**config.mk**
```make
export PLATFORM = sky130hd
export DESIGN_NAME = tmpf_fetch
export DESIGN_NICKNAME = d
export VERILOG_FILES = /design/src/sv/tmpf_pkg.sv /design/src/sv/tmpf_fetch.sv
export VERILOG_INCLUDE_DIRS = /design/src /design/src/sv
export SDC_FILE = /design/constraint.sdc
export NUM_CORES = 1
export LEC_CHECK = 0
export BUFFER_PORTS_ARGS = -buffer_cell sky130_fd_sc_hd__buf_2
export CAP_MARGIN = 20
export CELL_PAD_IN_SITES_DETAIL_PLACEMENT = 1
export CELL_PAD_IN_SITES_GLOBAL_PLACEMENT = 1
export CORE_MARGIN = 10
export CORE_UTILIZATION = 37
export DETAILED_ROUTE_END_ITERATION = 10
export PLACE_DENSITY = 0.95
export SYNTH_ARGS = -nofsm -noshare
export SYNTH_HDL_FRONTEND = slang
export SYNTH_SLANG_ARGS = --single-unit
```
**constraint.sdc**
```tcl
create_clock -name clock -period 12.5 [get_ports clock]
set_clock_uncertainty 0.05 [all_clocks]
set_input_delay 0.625 -clock clock [delete_from_list [all_inputs] [get_ports clock]]
set_output_delay 0.625 -clock clock [all_outputs]
set_load 0.01 [all_outputs]
```
**src/sv/tile_map_pixel_fetcher_top_assert.svh**
```systemverilog
// Assertion macros for the tile map pixel fetcher.
`ifndef TILE_MAP_PIXEL_FETCHER_TOP_ASSERT_SVH
`define TILE_MAP_PIXEL_FETCHER_TOP_ASSERT_SVH
`ifndef SYNTH
`define TMPF_ASSERT_SAME(lbl, ante, cons) \
   lbl: assert property (@(posedge clock) disable iff (reset) (ante) |-> (cons)) \
      else $error("tmpf assertion failed");
`define TMPF_ASSERT_NEXT(lbl, ante, cons) \
   lbl: assert property (@(posedge clock) disable iff (reset) (ante) |=> (cons)) \
      else $error("tmpf assertion failed");
`else
`define TMPF_ASSERT_SAME(lbl, ante, cons)
`define TMPF_ASSERT_NEXT(lbl, ante, cons)
`endif
`endif

```
**src/sv/tmpf_pkg.sv**
```systemverilog
// Types and constants shared by the tile map pixel fetcher modules.
package tmpf_pkg;

   localparam int VRAM_AW = 14;
   localparam int BANK_AW = 13;
   localparam int DIV_W   = 3;
   localparam int COL_W   = 5;

   typedef enum logic [1:0] {
      OP_TICK  = 2'd0,
      OP_WRITE = 2'd1,
      OP_LINE  = 2'd2
   } op_type;

   typedef enum logic [2:0] {
      PH_MAP  = 3'd0,
      PH_ATTR = 3'd1,
      PH_LOW  = 3'd2,
      PH_HIGH = 3'd3,
      PH_PUSH = 3'd4
   } phase_type;

   typedef enum logic [1:0] {
      LD_INDEX = 2'd0,
      LD_ATTR  = 2'd1,
      LD_LOW   = 2'd2,
      LD_HIGH  = 2'd3
   } load_type;

   typedef struct packed {
      logic [1:0]         operation;
      logic [VRAM_AW-1:0] vram_addr;
      logic [7:0]         vram_data;
      logic               fifo_ready;
      logic [7:0]         screen_x;
      logic [7:0]         line;
      logic [7:0]         scroll_x;
      logic [7:0]         scroll_y;
      logic [7:0]         window_x;
      logic [7:0]         window_y;
      logic [7:0]         lcd_control;
      logic [7:0]         window_line;
   } req_type;

   typedef struct packed {
      logic       push_valid;
      logic [7:0] row_low;
      logic [7:0] row_high;
      logic [7:0] tile_attr;
      logic       flush_fifos;
   } rsp_type;

   typedef struct packed {
      logic               en;
      logic               we;
      logic [VRAM_AW-1:0] addr;
      logic [7:0]         wdata;
   } mem_req_type;

endpackage

```
**src/sv/tmpf_fetch.sv**
```systemverilog
// Fetch sequencer: dot divider, phases, window start, address generation and load capture.
`include "tile_map_pixel_fetcher_top_assert.svh"
module tmpf_fetch
   import tmpf_pkg::*;
#(
   parameter int STEP_DOTS = 2
)(
   input  logic        clock,
   input  logic        reset,
   input  logic        accept,
   input  req_type     req,
   input  logic        cgb_mode,
   input  logic [7:0]  rdata,
   output mem_req_type mem_req,
   output rsp_type     rsp
);

   phase_type        phase_ff, phase_in;
   logic [DIV_W-1:0] div_ff, div_in;
   logic [COL_W-1:0] col_ff, col_in;
   logic             win_ff, win_in;
   logic [7:0]       index_ff, index_in;
   logic [7:0]       attr_ff, attr_in;
   logic [7:0]       low_ff, low_in;
   logic [7:0]       high_ff, high_in;
   logic             pend_ff, pend_in;
   load_type         pend_sel_ff, pend_sel_in;

   op_type           op;
   logic             is_tick, step, start, push, win_now;
   logic [DIV_W:0]   div_next;
   phase_type        phase_now;
   logic [COL_W-1:0] col_now;
   logic [7:0]       index_cur, attr_cur, low_cur, high_cur;
   logic [7:0]       bg_y;
   logic [4:0]       map_ty, map_tx;
   logic             map_sel;
   logic [BANK_AW-1:0] map_off, data_off;
   logic [2:0]       row;

   always_comb begin
      op       = op_type'(req.operation);
      is_tick  = accept && (op == OP_TICK);
      div_next = {1'b0, div_ff} + 1'b1;
      step     = is_tick && !(div_next < (DIV_W+1)'(STEP_DOTS));
      start    = step && req.lcd_control[5] && (req.line >= req.window_y)
                 && (({1'b0, req.screen_x} + 9'd7) >= {1'b0, req.window_x}) && !win_ff;
      win_now   = win_ff || start;
      phase_now = start ? PH_MAP : phase_ff;
      col_now   = start ? '0 : col_ff;

      index_cur = (pend_ff && pend_sel_ff == LD_INDEX) ? rdata : index_ff;
      attr_cur  = (pend_ff && pend_sel_ff == LD_ATTR)  ? rdata : attr_ff;
      low_cur   = (pend_ff && pend_sel_ff == LD_LOW)   ? rdata : low_ff;
      high_cur  = (pend_ff && pend_sel_ff == LD_HIGH)  ? rdata : high_ff;

      bg_y = req.line + req.scroll_y;
      if (win_now) begin
         map_sel = req.lcd_control[6];
         map_ty  = req.window_line[7:3];
         map_tx  = col_now;
         row     = req.window_line[2:0];
      end else begin
         map_sel = req.lcd_control[3];
         map_ty  = bg_y[7:3];
         map_tx  = req.scroll_x[7:3] + col_now;
         row     = bg_y[2:0];
      end
      if (attr_cur[6]) begin
         row = ~row;
      end
      map_off  = {2'b11, map_sel, map_ty, map_tx};
      data_off = {~req.lcd_control[4] & ~index_cur[7], index_cur, row, 1'b0};
   end

   always_comb begin
      mem_req     = '0;
      pend_in     = 1'b0;
      pend_sel_in = LD_INDEX;
      push        = 1'b0;
      if (accept && op == OP_WRITE) begin
         mem_req.en    = 1'b1;
         mem_req.we    = 1'b1;
         mem_req.addr  = req.vram_addr;
         mem_req.wdata = req.vram_data;
      end else if (step) begin
         case (phase_now)
            PH_MAP: begin
               mem_req.en  = 1'b1;
               mem_req.addr = {1'b0, map_off};
               pend_in     = 1'b1;
               pend_sel_in = LD_INDEX;
            end
            PH_ATTR: begin
               mem_req.en  = cgb_mode;
               mem_req.addr = {1'b1, map_off};
               pend_in     = cgb_mode;
               pend_sel_in = LD_ATTR;
            end
            PH_LOW: begin
               mem_req.en  = 1'b1;
               mem_req.addr = {attr_cur[3], data_off};
               pend_in     = 1'b1;
               pend_sel_in = LD_LOW;
            end
            PH_HIGH: begin
               mem_req.en  = 1'b1;
               mem_req.addr = {attr_cur[3], data_off[BANK_AW-1:1], 1'b1};
               pend_in     = 1'b1;
               pend_sel_in = LD_HIGH;
            end
            default: begin
               push = req.fifo_ready;
            end
         endcase
      end
   end

   always_comb begin
      phase_in = phase_ff;
      div_in   = div_ff;
      col_in   = col_ff;
      win_in   = win_ff;
      index_in = index_cur;
      attr_in  = attr_cur;
      low_in   = low_cur;
      high_in  = high_cur;
      if (accept && op == OP_LINE) begin
         phase_in = PH_MAP;
         div_in   = '0;
         col_in   = '0;
         win_in   = 1'b0;
         index_in = '0;
         attr_in  = '0;
         low_in   = '0;
         high_in  = '0;
      end else if (is_tick && !step) begin
         div_in = div_next[DIV_W-1:0];
      end else if (step) begin
         div_in = '0;
         win_in = win_now;
         col_in = col_now;
         case (phase_now)
            PH_MAP:  phase_in = PH_ATTR;
            PH_ATTR: begin
               phase_in = PH_LOW;
               if (!cgb_mode) begin
                  attr_in = '0;
               end
            end
            PH_LOW:  phase_in = PH_HIGH;
            PH_HIGH: phase_in = PH_PUSH;
            default: begin
               if (push) begin
                  col_in   = col_now + 1'b1;
                  phase_in = PH_MAP;
               end else begin
                  phase_in = PH_PUSH;
               end
            end
         endcase
      end
   end

   always_comb begin
      rsp             = '0;
      rsp.flush_fifos = start;
      if (push) begin
         rsp.push_valid = 1'b1;
         rsp.row_low    = low_cur;
         rsp.row_high   = high_cur;
         rsp.tile_attr  = attr_cur;
      end
   end

   always_ff @(posedge clock) begin
      if (reset) begin
         phase_ff    <= PH_MAP;
         div_ff      <= '0;
         col_ff      <= '0;
         win_ff      <= 1'b0;
         index_ff    <= '0;
         attr_ff     <= '0;
         low_ff      <= '0;
         high_ff     <= '0;
         pend_ff     <= 1'b0;
         pend_sel_ff <= LD_INDEX;
      end else begin
         phase_ff    <= phase_in;
         div_ff      <= div_in;
         col_ff      <= col_in;
         win_ff      <= win_in;
         index_ff    <= index_in;
         attr_ff     <= attr_in;
         low_ff      <= low_in;
         high_ff     <= high_in;
         pend_ff     <= pend_in;
         pend_sel_ff <= pend_sel_in;
      end
   end

   `TMPF_ASSERT_NEXT(a_read_sets_pend, mem_req.en && !mem_req.we, pend_ff)
   `TMPF_ASSERT_NEXT(a_start_sets_win, start, win_ff && phase_ff == PH_ATTR)
   `TMPF_ASSERT_NEXT(a_push_to_map, push, phase_ff == PH_MAP)
   `TMPF_ASSERT_SAME(a_flush_on_step, rsp.flush_fifos, step && !win_ff)

endmodule

```
==> metrics.cfg <==
[outcome]
status = finished clean

[critical_path]
rr_startpoint = div_ff[0]
r2r_cells = 11
rr_endpoint = col_ff[4]
cp_cell_sequence = buf_2 -> inv_1 -> ha_1 -> nand2b_1 -> nand4_1 -> xnor2_1 -> ha_1 -> and3_1 -> a221oi_1 -> o21a_1 -> a211o_2 -> nand2b_4 -> and2_1 -> ha_1 -> fa_1 -> xnor2_1 -> nand2_1 -> o21ai_0 -> a211oi_1 -> o211ai_1 -> mux2_2 -> nand2_1 -> buf_2
worstSetupPathType = input port to primary output
r2r_slack_ns = 9.62
startpoint_type = input port
slowest_stage = a211o_2
crit_required_ns = 11.82
critPathMaxFanout = 14
cpMostUsedCell = ha_1
cp-end-kind = primary output
worstPathArrival_ns = 5.12
slowest_delay_ns = 0.48

[pwr]
power_density_nw_per_um2 = 72.93
power_frac_comb = 0.229
p_int_mw = 0.2295
clkPwrFrac = 0.303
pwr-share-seq = 0.468
switchingPower_mw = 0.09149
swShare = 0.2850
p_leak_nw = 2.307
ir_drop_uv = 43.15

[detailed_routing]
routedWlPerCell_um = 19.13
routed_wl_um = 13010
drtIter0Drc = 129
routed_via_density = 5.374
ant_nets = 0
drcViolationCount = 0
firstDrtPassIters = 4
routed-via-count = 3654

[cts]
cts.path.max_buffers = 2
post_cts_resized = 0
numCtsBuffers = 5
cts_tree = built
clk_latency_ns = 0.30
path_clk_slew_ns = 0.09
cts_root_buffer = clkbuf_8
holdBufCountCts = 0
cts.sinks = 47
cts_htree_levels = 2
postCtsSetupBuffers = 0

[finish]
multi_input_area_um2 = 2337
layout.area.seq_um2 = 940.9
area_growth_pct = 26.27
fillCellCount = 1170
nNetsFinal = 701
antenna_cells = 0
drive_gt1_frac = 0.2917
utilization = 0.4786

[worst_hold_path]
hp-class = flop to flop
hold_path_end = div_ff[1]
hp-start = div_ff[1]
worstHoldPathCells = 1

[timing]
slew_headroom = 0.5569
worstMarginPinSlew_ns = 0.6637
tns_ns = 0
fin_crit_ns = 5.792
finalHoldViolCount = 0
drv_slew = 0
layout_worst_path_cycle_share = 0.4634
rsz0062_at_grt = no
setup_viol_count_final = 0
hold_slack_ns = 0.4601
max_freq_mhz = 172.6

[yosys]
avgSynthCellArea_um2 = 8.032
synth_area_um2 = 3486
synth-seq-area-share = 0.2699
synth_area_leaders = dfxtp_1 27%, mux2i_1 11%, ha_1 11%, nor2_1 8.4%, xnor2_1 4.0%
synth.most_common_cell = nor2_1
syn_inst = 434
netlist_top_cells_count = 78 x nor2_1, 47 x dfxtp_1, 39 x mux2i_1
synth_top_area_frac = 0.2699
synthArstFlopShare = 0
synth_edf_count = 0
ys_ff_latch = 47
synthFlopType = dfxtp_1
synth.distinct_cells = 59
syn_nets = 567
synth.largest_area_cell = dfxtp_1
yosysWarnings = 0

[global_route]
antenna_found_initial = 0
grt_max_degree = 36
grt_remaining_overflow = 0
grt_pass1_vias = 4136
grt_use_total = 0.1900
grt_pass1_wl_um = 20690

[place]
port_buffers = 143
place_congestion = 0.8687
hpwlAfterDp_um = 10870

[floorplanning]
row_count = 35
core_um2 = 9196
die_area_um2 = 13700
pin_count = 151
die_x_um = 117.1
die_height_um = 117.1
start_util = 0.3790

[flow_run]
cap_violations = 0

-- worst max-delay path: cells and delay by family --
kind	cells	cell delay [ns]
AOI/OAI and AO/OA	6	1.42
xor gates and xnor gates	2	0.32
adders and majority gates	4	1.14
buffers and inverters	3	0.27
muxes	1	0.30
and+or+nand+nor	7	1.02
-- registers in the layout, summed over array words and instances (netlist names) --
register,flops
attr_ff,8
div_ff,3
pend_sel_ff,2
low_ff,8
win_ff,1
phase_ff,3
pend_ff,1
col_ff,5
index_ff,8
high_ff,8
-- routing by layer --
metal / vias to the layer above / part of all wire / track usage
li1: 1764 / - / -
met1: 1732 / 0.38 / 0.1991
met2: 136 / 0.52 / 0.3600
met3: 22 / 0.076 / 0.05301
met4: 0 / 0.023 / 0.05354
met5: - / 0 / 0
-- final cells by class --
type,instances,share of cell area
multi-input combinational,336,0.5310
sequential,47,0.2138
clock buffer,7,0.01961
clock inverter,1,0.001990
inverter,31,0.02644
tap,111,0.03155
timing repair buffer,147,0.1757
-- power by group through the flow --
stage | Combinational [mW] | Clock (mW) | Sequential, mW
2_1_floorplan | 0.0395 | 0 | 0.154
3_3_place_gp | 0.0669 | 0 | 0.154
3_5_place_dp | 0.0722 | 0 | 0.154
4_1_cts | 0.0726 | 0.0996 | 0.150
5_1_grt | 0.0826 | 0.107 | 0.150
6_report | 0.0735 | 0.0974 | 0.150
-- placed cells by master (no fill, tap or decap), drive strengths merged, types with 2 or more instances in the layout --
cell,netlist,final
a22o,2,2
a32oi,2,2
nand2,25,25
a31oi,2,2
xnor2,16,16
ha,30,30
nor3,10,10
nor2b,3,3
clkbuf,12,7
o21ai,22,22
clkinv,1,2
nand4,2,2
mux2i,39,39
a211o,3,3
o21a,3,3
a21o,6,6
fa,2,2
o211ai,10,10
nand2b,5,5
inv,30,30
or3,3,3
a21oi,20,20
xor2,5,5
a2bb2oi,2,2
nand3,5,5
nor2,79,79
a221oi,2,2
and3,2,2
buf,8,147
a21boi,3,3
dfxtp,47,47
nand3b,2,2
and2,15,15
-- cell families (layout without fill, tap and decap cells) --
| logic type | count (synthesis) | in the layout | synth area share |
|---|---|---|---|
| and+or+nand+nor | 154 | 154 | 0.2028 |
| AOI/OAI and AO/OA | 89 | 89 | 0.1806 |
| buffers and inverters | 51 | 186 | 0.05958 |
| DFF | 47 | 47 | 0.2699 |
| muxes | 40 | 40 | 0.1152 |
| adders and majority gates | 32 | 32 | 0.1192 |
| xor gates and xnor gates | 21 | 21 | 0.05276 |
-- worst max-delay path by stage --
stage,start,endpoint,slack [ns],depth (start not counted)
after floorplan,req[56],mem_req[10],7.55,21
after global placement,req[56],mem_req[10],6.96,23
after detailed placement,req[56],mem_req[10],6.73,23
after CTS,req[56],mem_req[10],6.73,23
after global routing,req[56],mem_req[10],6.42,23
final,req[56],mem_req[10],6.71,23
-- stage by stage --
| step | setup slack, ns | instances | power [mW] | cell area (um2) |
|---|---|---|---|---|
| global route | 6.420 | 680 | 0.3399 | 4402 |
| finish | 6.708 | 680 | 0.3210 | 4402 |
| detailed placement | 6.731 | 670 | 0.2258 | 4264 |
| global placement | 6.961 | 670 | 0.2205 | 4264 |
| CTS | 6.728 | 678 | 0.3223 | 4359 |
| floorplan | 7.547 | 434 | 0.1930 | 3486 |
No activity file was read; power rests on OpenSTA's default activity.
